`src/rtl/qssd_pkg.sv`:
```
// Shared types, byte constants and the hex digit helper for the query string
// splitter and decoder.
// No dependencies; imported by qssd_decode and query_string_splitter_decoder.
package qssd_pkg;

   // Delimiter and escape bytes
   localparam logic [7:0] CH_PLUS  = 8'h2B;
   localparam logic [7:0] CH_PCT   = 8'h25;
   localparam logic [7:0] CH_AMP   = 8'h26;
   localparam logic [7:0] CH_EQ    = 8'h3D;
   localparam logic [7:0] CH_SPACE = 8'h20;

   // Escape progress codes
   localparam logic [1:0] ESC_NONE  = 2'd0;
   localparam logic [1:0] ESC_PCT   = 2'd1;
   localparam logic [1:0] ESC_DIGIT = 2'd2;

   // Parser state carried from one byte to the next
   typedef struct packed {
      logic       value_phase;
      logic [1:0] escape_phase;
      logic [3:0] first_nibble;
      logic       first_was_hex;
      logic       pair_open;
   } parse_state_type;

   // One result beat
   typedef struct packed {
      logic       has_char;
      logic [7:0] out_byte;
      logic       in_value;
      logic       pair_end;
   } result_type;

   typedef struct packed {
      logic       ok;
      logic [3:0] val;
   } hex_digit_type;

   // Hex digit test and value; value is 0 for a non-hex byte
   function automatic hex_digit_type hex_digit(input logic [7:0] b);
      hex_digit_type d;
      d.ok  = 1'b1;
      d.val = 4'd0;
      if (b >= 8'h30 && b <= 8'h39) begin
         d.val = 4'(b - 8'h30);
      end else if (b >= 8'h41 && b <= 8'h46) begin
         d.val = 4'(b - 8'h41 + 8'd10);
      end else if (b >= 8'h61 && b <= 8'h66) begin
         d.val = 4'(b - 8'h61 + 8'd10);
      end else begin
         d.ok = 1'b0;
      end
      return d;
   endfunction

   // Value of an escape cut off after its first digit
   function automatic logic [7:0] cut_value(input parse_state_type s);
      return s.first_was_hex ? {4'd0, s.first_nibble} : 8'd0;
   endfunction

endpackage

```
`src/rtl/qssd_decode.sv`:
```
// Next-state and result logic for one query string byte.
// Depends on qssd_pkg.
module qssd_decode (
   input  logic [7:0]               data_byte,
   input  logic                     last_byte,
   input  qssd_pkg::parse_state_type state_cur,
   output qssd_pkg::parse_state_type state_nxt,
   output logic                     emit,
   output qssd_pkg::result_type     result
);
   import qssd_pkg::*;

   logic          is_amp;
   logic          is_eq;
   logic          has;
   logic [7:0]    ch;
   logic          pend;
   hex_digit_type dig;
   parse_state_type s;

   assign is_amp = (data_byte == CH_AMP);
   assign is_eq  = (data_byte == CH_EQ) && !state_cur.value_phase;
   assign dig    = hex_digit(data_byte);

   always_comb begin
      s    = state_cur;
      has  = 1'b0;
      ch   = 8'd0;
      pend = 1'b0;

      if (is_amp || is_eq) begin
         // delimiter ends the piece; flush an escape cut after one digit
         if (state_cur.escape_phase == ESC_DIGIT) begin
            has = 1'b1;
            ch  = cut_value(state_cur);
         end
         s.escape_phase = ESC_NONE;
         if (is_amp) begin
            pend          = 1'b1;
            s.value_phase = 1'b0;
            s.pair_open   = 1'b0;
         end else begin
            s.value_phase = 1'b1;
            s.pair_open   = 1'b1;
            pend          = last_byte;
         end
      end else begin
         s.pair_open = 1'b1;
         case (state_cur.escape_phase)
            ESC_PCT: begin
               s.first_was_hex = dig.ok;
               s.first_nibble  = dig.val;
               s.escape_phase  = ESC_DIGIT;
            end
            ESC_DIGIT: begin
               has = 1'b1;
               if (!state_cur.first_was_hex) begin
                  ch = 8'd0;
               end else if (dig.ok) begin
                  ch = {state_cur.first_nibble, dig.val};
               end else begin
                  ch = {4'd0, state_cur.first_nibble};
               end
               s.escape_phase = ESC_NONE;
            end
            default: begin
               if (data_byte == CH_PCT) begin
                  s.escape_phase = ESC_PCT;
               end else if (data_byte == CH_PLUS) begin
                  has = 1'b1;
                  ch  = CH_SPACE;
               end else begin
                  has = 1'b1;
                  ch  = data_byte;
               end
            end
         endcase
         // end of string closes the pair and any half escape
         if (last_byte) begin
            if (s.escape_phase == ESC_DIGIT) begin
               has = 1'b1;
               ch  = cut_value(s);
            end
            pend = 1'b1;
         end
      end

      if (last_byte) begin
         s.value_phase  = 1'b0;
         s.escape_phase = ESC_NONE;
         s.pair_open    = 1'b0;
      end
   end

   assign state_nxt       = s;
   assign emit            = has || pend;
   assign result.has_char = has;
   assign result.out_byte = has ? ch : 8'd0;
   assign result.in_value = has ? state_cur.value_phase : 1'b0;
   assign result.pair_end = pend;

endmodule

```
`src/rtl/query_string_splitter_decoder.sv`:
```
// Top level of the query string splitter and percent decoder: input beat
// register, parser state, result register. Depends on qssd_pkg, qssd_decode.
//
//   channel | direction | tdata          | tuser                       | tlast
//   req_    | in        | [7:0] byte     | -                           | last byte of string
//   rsp_    | out       | [7:0] out_byte | [0] has_char, [1] in_value  | pair end
//
// One byte per cycle sustained while rsp_tready stays high; a byte passes from req_
// to rsp_ through the input register, then is decoded into the result register.
// The parser state updates as a byte moves into the result register; a byte
// that yields nothing updates state and is dropped there.
// rsp_tready low holds the result; the input register still takes one beat.
// Synchronous active-high reset empties both registers and clears the state.
module query_string_splitter_decoder (
   input  logic       clock,
   input  logic       reset,
   input  logic       req_tvalid,
   output logic       req_tready,
   input  logic [7:0] req_tdata,   // [7:0] data_byte
   input  logic       req_tlast,   // last_byte
   output logic       rsp_tvalid,
   input  logic       rsp_tready,
   output logic [7:0] rsp_tdata,   // [7:0] out_byte
   output logic [1:0] rsp_tuser,   // [0] has_char, [1] in_value
   output logic       rsp_tlast    // pair_end
);
   import qssd_pkg::*;

   logic            in_valid_ff;
   logic            in_valid_in;
   logic [7:0]      in_byte_ff;
   logic            in_last_ff;
   logic            out_valid_ff;
   logic            out_valid_in;
   result_type      out_ff;
   parse_state_type state_ff;
   parse_state_type state_in;
   logic            emit;
   result_type      result;
   logic            advance;
   logic            req_fire;

   // Byte leaves the input register when the result register is free
   assign advance    = in_valid_ff && (!out_valid_ff || rsp_tready);
   assign req_tready = !in_valid_ff || advance;
   assign req_fire   = req_tvalid && req_tready;

   qssd_decode u_decode (
      .data_byte (in_byte_ff),
      .last_byte (in_last_ff),
      .state_cur (state_ff),
      .state_nxt (state_in),
      .emit      (emit),
      .result    (result)
   );

   assign in_valid_in  = req_fire || (in_valid_ff && !advance);
   assign out_valid_in = advance ? emit : (out_valid_ff && !rsp_tready);

   // Control and parser state
   always_ff @(posedge clock) begin
      if (reset) begin
         in_valid_ff  <= 1'b0;
         out_valid_ff <= 1'b0;
         state_ff     <= '0;
      end else begin
         in_valid_ff  <= in_valid_in;
         out_valid_ff <= out_valid_in;
         if (advance) begin
            state_ff <= state_in;
         end
      end
   end

   // Payload registers
   always_ff @(posedge clock) begin
      if (req_fire) begin
         in_byte_ff <= req_tdata;
         in_last_ff <= req_tlast;
      end
      if (advance) begin
         out_ff <= result;
      end
   end

   assign rsp_tvalid = out_valid_ff;
   assign rsp_tdata  = out_ff.out_byte;
   assign rsp_tuser  = {out_ff.in_value, out_ff.has_char};
   assign rsp_tlast  = out_ff.pair_end;

   // A closed pair leaves no value phase or escape behind
   a_closed_pair_clean: assert property (@(posedge clock) disable iff (reset)
      !state_ff.pair_open |-> (!state_ff.value_phase && state_ff.escape_phase == ESC_NONE))
      else $error("pair closed with parser state left over");

   // Escape progress never reaches the unused code
   a_escape_code: assert property (@(posedge clock) disable iff (reset)
      state_ff.escape_phase != 2'd3)
      else $error("escape phase out of range");

   // A result beat always carries a character or a pair end
   a_no_empty_beat: assert property (@(posedge clock) disable iff (reset)
      out_valid_ff |-> (out_ff.has_char || out_ff.pair_end))
      else $error("empty result beat");

   // Without a character the byte and the value flag are zero
   a_idle_fields: assert property (@(posedge clock) disable iff (reset)
      (out_valid_ff && !out_ff.has_char) |-> (out_ff.out_byte == 8'd0 && !out_ff.in_value))
      else $error("stray character fields");

endmodule

```
`config.mk`:
```
export PLATFORM = sky130hd
export DESIGN_NAME = query_string_splitter_decoder
export DESIGN_NICKNAME = d
export VERILOG_FILES = /design/src/rtl/qssd_pkg.sv /design/src/rtl/qssd_decode.sv /design/src/rtl/query_string_splitter_decoder.sv
export SDC_FILE = /design/constraint.sdc
export NUM_CORES = 1
export LEC_CHECK = 0
export ABC_AREA = 1
export BUFFER_PORTS_ARGS = -buffer_cell sky130_fd_sc_hd__buf_2
export CAP_MARGIN = 10
export CORE_MARGIN = 4
export CORE_UTILIZATION = 35
export DETAILED_ROUTE_END_ITERATION = 7
export PLACE_DENSITY = 0.53
export SYNTH_ARGS = -nofsm -noshare
export SYNTH_HDL_FRONTEND = slang
export SYNTH_SLANG_ARGS = --single-unit
```
`constraint.sdc`:
```
create_clock -name clock -period 5.6 [get_ports clock]
set_input_delay 0.56 -clock clock [delete_from_list [all_inputs] [get_ports clock]]
set_output_delay 0.56 -clock clock [all_outputs]
set_load 0.02 [all_outputs]
```
# Word level (Yosys, flattened, before mapping)
# Cells that the tools add are included.
# classes
shift,0
bitwise_logic,1
n_reduce_logical,21
order_cmp,6
n_mul,0
div_mod_pow,0
add_sub_neg,5
n_eq_ne,7
n_mux,36
# ops
operator,count
8-bit two-way mux,8
8-bit by 6-bit equality test with 1-bit output (second input constant),4
4-bit two-way mux,5
8-bit by 7-bit greater-or-equal comparator with 1-bit output (second input constant),2
8-bit by 7-bit less-or-equal comparator with 1-bit output (second input constant),2
8-bit case mux with 2 select lines,1
1-bit two-way mux,14
4-bit by 1-bit subtractor with 4-bit output (second input constant),3
5-bit two-way mux,2
4-bit adder (second input constant),2
8-bit by 6-bit greater-or-equal comparator with 1-bit output (second input constant),1
8-bit by 6-bit less-or-equal comparator with 1-bit output (second input constant),1
1-bit logical AND,8
2-bit two-way mux,3
1-bit logical NOT,5
1-bit logical OR,5
2-bit equality test (second input constant),2
2-bit case mux with 2 select lines,1
2-bit AND reduction,2
3-bit two-way mux,1
2-bit by 1-bit equality test with 1-bit output (second input constant),1
1-bit case mux with 2 select lines,1
2-bit nonzero test,1
1-bit NOT,1
# totals
latchBits,0
elab_cells,88
mem_bits_rw,0
memories,0
rom_bits,0
regBits,30
out_inout_bits,13
in_bits,13

# Logic depth before layout (Yosys ltp)
# depth
depth_word,11
mapped_depth,16

# Cells and area by module
# A second synthesis with hierarchy kept.
# unflattened
hier_cells,261
hier_area_um2,2029.4
# modules_own_cells
mod,cells_each,instances,seq_area_each_um2,area_per_inst_um2
query_string_splitter_decoder,90,1,820.8,1126.1
qssd_decode,171,1,0.0,903.4

# Worst setup path before layout
# Ideal clock, no wire load.
# synth_path
kind,reg-to-reg
startpoint,reg in_byte_ff[1]
endpoint,"reg out_ff, in the netlist rsp_tdata[1] (data pin)"
path_stages_with_launch,16
setup_slack_ns,3.847
period_less_slack_ns,1.753
arrival_ns,1.501
n_path_buf,0
setup_ns,0.252
cell_sequence,edfxtp_1 -> inv_1 -> ha_1 -> inv_1 -> nor2_2 -> nand2_1 -> nand2_2 -> nand2_4 -> nand2_4 -> nand3_1 -> nand2_1 -> nand2_1 -> nand2_1 -> nand2_1 -> nand2_1 -> nand2_1
# synth_between
elab_chain_cells,11
elab_cells_between_ends,46
cone_classes,add/sub (5); order compare (6); eq/ne (5); mux (25); reduce/logical (5)
# synth_lines
element,line_no,rtl
"start, declared",query_string_splitter_decoder.sv:31,logic [7:0] in_byte_ff;
"start signal, assigned",query_string_splitter_decoder.sv:78,in_byte_ff <= req_tdata;
4-bit by 1-bit subtractor with 4-bit output (tied with other cells),"qssd_pkg.sv:48, qssd_pkg.sv:50",
4-bit adder or 1-bit logical AND (tied branches),"qssd_pkg.sv:48, qssd_pkg.sv:50, qssd_pkg.sv:49",
4-bit two-way mux or 1-bit two-way mux (tied branches),qssd_pkg.sv:49,end else if (b >= 8'h61 && b <= 8'h66) begin
4-bit two-way mux or 1-bit two-way mux (tied branches),qssd_pkg.sv:47,end else if (b >= 8'h41 && b <= 8'h46) begin
4-bit two-way mux or 1-bit two-way mux (tied branches),qssd_pkg.sv:45,if (b >= 8'h30 && b <= 8'h39) begin
8-bit two-way mux or 5-bit two-way mux (tied branches),"qssd_decode.sv:59, qssd_decode.sv:49",
8-bit two-way mux or 5-bit two-way mux (tied branches),"qssd_decode.sv:57, qssd_decode.sv:31",
8-bit case mux with 2 select lines or 4-bit two-way mux (tied branches),"qssd_decode.sv:49, qssd_pkg.sv:59",
8-bit two-way mux,qssd_decode.sv:80,if (s.escape_phase == ESC_DIGIT) begin
8-bit two-way mux,qssd_decode.sv:79,if (last_byte) begin
8-bit two-way mux,qssd_decode.sv:31,if (is_amp || is_eq) begin
"end signal, assigned",query_string_splitter_decoder.sv:82,out_ff <= result;
"end, declared",query_string_splitter_decoder.sv:35,result_type out_ff;
# Parallel ways exist; a longest one is shown, timed or not. The select of a mux whose other input is x is not followed.
# A chain may end at the register's enable or synchronous reset.

# Worst setup path in the final report
# layout_path
startpoint,reg in_byte_ff[1]
endpoint,"reg out_ff, in the netlist rsp_tdata[3] (data pin)"
# The elaborated chain is that of the path after synthesis.

==> results.toml <==
[floorplan]
ios = 26
die_h_um = 77.2
floorplan.initialDensity_pct = 37.2
die_width_um = 77.2
std_cell_rows = 24
core-area_mm2 = 0.00450
dieArea_mm2 = 0.00595

[power_and_ir_drop]
powerDensity_mw_per_mm2 = 240
p_comb_share_pct = 10.6
power_mw = 0.467
swShare_pct = 25.5
power_frac_clock_pct = 35.4
seqPwrFrac_pct = 54.0
internal_power_mw = 0.348
switchingPower_mw = 0.119
p_leak_nw = 0.876
vdd_drop_max_uv = 111

[logic_synthesis]
syn_inst = 203
ys_types = 24
synthFlopType = "edfxtp_1"
avgSynthCellArea_um2 = 8.25
synth_edf_count = 20
synth_nets = 222
synth_seq_cells = 30
yosys_warnings = 0
yosysSeqAreaShare_pct = 47.8
mappedNetlistArea_mm2 = 0.00167
postSynth.asyncResetShare_pct = 0

[min_path]
hold_depth = 1
min_path_type = "input port to register"
hold_end = "in_byte_ff[4]"
min-delay-start = "req_tdata[4]"

[finish]
mostFrequentLayoutCell = "nand2_1"
final_area_mm2 = 0.00195
drive_gt1_share_pct = 24.2
fin_nets = 254
final_cell_mix = "nand2_1 (53), inv_1 (26), buf_2 (25)"
area.growth.synth_to_final_pct = 16.2
antenna_cells = 0
fillers = 469

[timing]
fin_worst_skew_ns = 0.00247
fin_crit_sh_pct = 36.4
tightestPinTransition_ns = 0.494
relSlewSlack_pct = 67.0
tns_ns = 0
clock.fmax_mhz = 491
finalMaxSlewViolations = 0
rsz0062_at_grt = "no"
setup_viol = 0
final-hold-violation-count = 0
setup_slack_ns = 3.56
final.min_clock_period_ns = 2.04

[route]
drc = 0
wl_per_cell_um = 12.5
firstDrtPassIters = 4
wl_mm = 3.61
routed-via-count = 1370
drt-initial-drc-count = 90
antenna_left = 0
routed_via_density = 4.76

[job]
max-cap-violations = 0

[global_routing]
grt_pass1_wl_mm = 6.30
grt_usage_pct = 13.4
grt_pass1_vias = 1326
grt_max_degree = 14
antenna_found_initial = 0
gr-total-overflow = 0

[place]
hpwl_mm = 2.88
dpl_cell_area_mm2 = 0.00186
portBuffers = 25
place_ws_ns = 3.60
gp_congestion = 0.853

[clock_network]
htreeDepth = 2
cts-resized-gates = 0
cts_tree = "done"
root_buffer = "clkbuf_8"
post_cts_buffers = 0
clock-sinks = 30
clock_latency_ns = 0.28
clkSlewWorstSetupHoldPaths_ns = 0.06
cts_hold_buf = 0
cts-buffers-inserted = 5
cts_buffer_depth = 2

[setup_path]
rr_endpoint = "rsp_tdata[3]"
regToRegSetupSlack_ns = 3.56
critical_path_required_ns = 5.64
critical_path_peak_fanout = 7
rr_startpoint = "in_byte_ff[1]"
startpoint_type = "register"
reg2reg_depth = 11
end_kind = "register"
critical_path_class = "register to register"
critPathArrivalTime_ns = 2.08

[status]
status = "complete, no violations"
[kinds of logic after synthesis]
| logic type | synth area share [%] |
|---|---|
| adder cells (fa/ha/maj) | 4.48 |
| AND/OR/NAND/NOR | 30.7 |
| AO/OA/AOI/OAI | 9.87 |
| flip-flops | 47.8 |
| buffers and inverters | 7.10 |
[worst max-delay path, stage by stage (launching register included)]
cell and delay, ns:
edfxtp_1 0.47, inv_1 0.12, ha_1 0.19, inv_1 0.08
nor2_2 0.10, nand2_1 0.06, nand2_2 0.09, nand2_4 0.09
o21ai_0 0.38, o21ai_1 0.10, nand2_1 0.07, nand2_1 0.04
[routing by layer]
layer / GRT usage (%) / part of all wire (%)
met1: 17.6 / 48
met2: 20.7 / 45
met3: 4.10 / 5.6
met4: 4.80 / 1.6
met5: 0 / 0
[power by group through the flow]
stage | Combinational (mW) | Sequential, mW | Clock, mW
after floorplan | 0.0289 | 0.261 | 0
after global placement | 0.0496 | 0.257 | 0
after detailed placement | 0.0498 | 0.257 | 0
after CTS | 0.0499 | 0.252 | 0.171
after global routing | 0.0560 | 0.254 | 0.179
final | 0.0494 | 0.253 | 0.165
[sequential cells by signal, summed over array words and instances (netlist names)]
register	cells
rsp_tuser	2
in_last_ff	1
rsp_tvalid	1
in_byte_ff	8
in_valid_ff	1
rsp_tlast	1
state_ff	8
rsp_tdata	8
[layout make-up]
type                            instances  area [um^2]  area share (%)
Sequential cell                        30          801            41.2
Multi-Input combinational cell        142          754            38.8
Timing Repair Buffer                   25          125            6.43
Inverter                               31          119            6.11
Clock buffer                            6         72.6            3.73
Tap cell                               52         65.1            3.34
Clock inverter                          2         8.76           0.450
[worst max path at each step]
stage               cells after the start           from            to  slack, ns
finish                                 11  in_byte_ff[1]  rsp_tdata[3]       3.56
global placement                       15  in_byte_ff[1]  rsp_tdata[1]       3.60
global route                           15  in_byte_ff[1]  rsp_tdata[1]       3.36
detailed placement                     15  in_byte_ff[1]  rsp_tdata[1]       3.60
CTS                                    15  in_byte_ff[1]  rsp_tdata[1]       3.59
floorplan                              15  in_byte_ff[1]  rsp_tdata[1]       3.85
[stage by stage]
step	hold WS, ns	utilization [%]	cells
final	0.451	43.2	288
after detailed placement	0.492	41.4	280
after global routing	0.441	43.2	288
after global placement	0.479	41.4	280
after CTS	0.442	43.2	288
after floorplan	0.454	-	203
[synth_stat cells (all sizes together), types with 2 or more instances]
library cell	n	area share, %
nand2	61	15
inv	31	7.1
nor2	22	6.9
edfxtp	20	36
nand3	18	6.3
o21ai	14	4.2
a21oi	12	3.6
dfxtp	10	12
ha	6	4.5
a32oi	2	1.0
nand4	2	0.75
(Power assumes the default switching activity.)
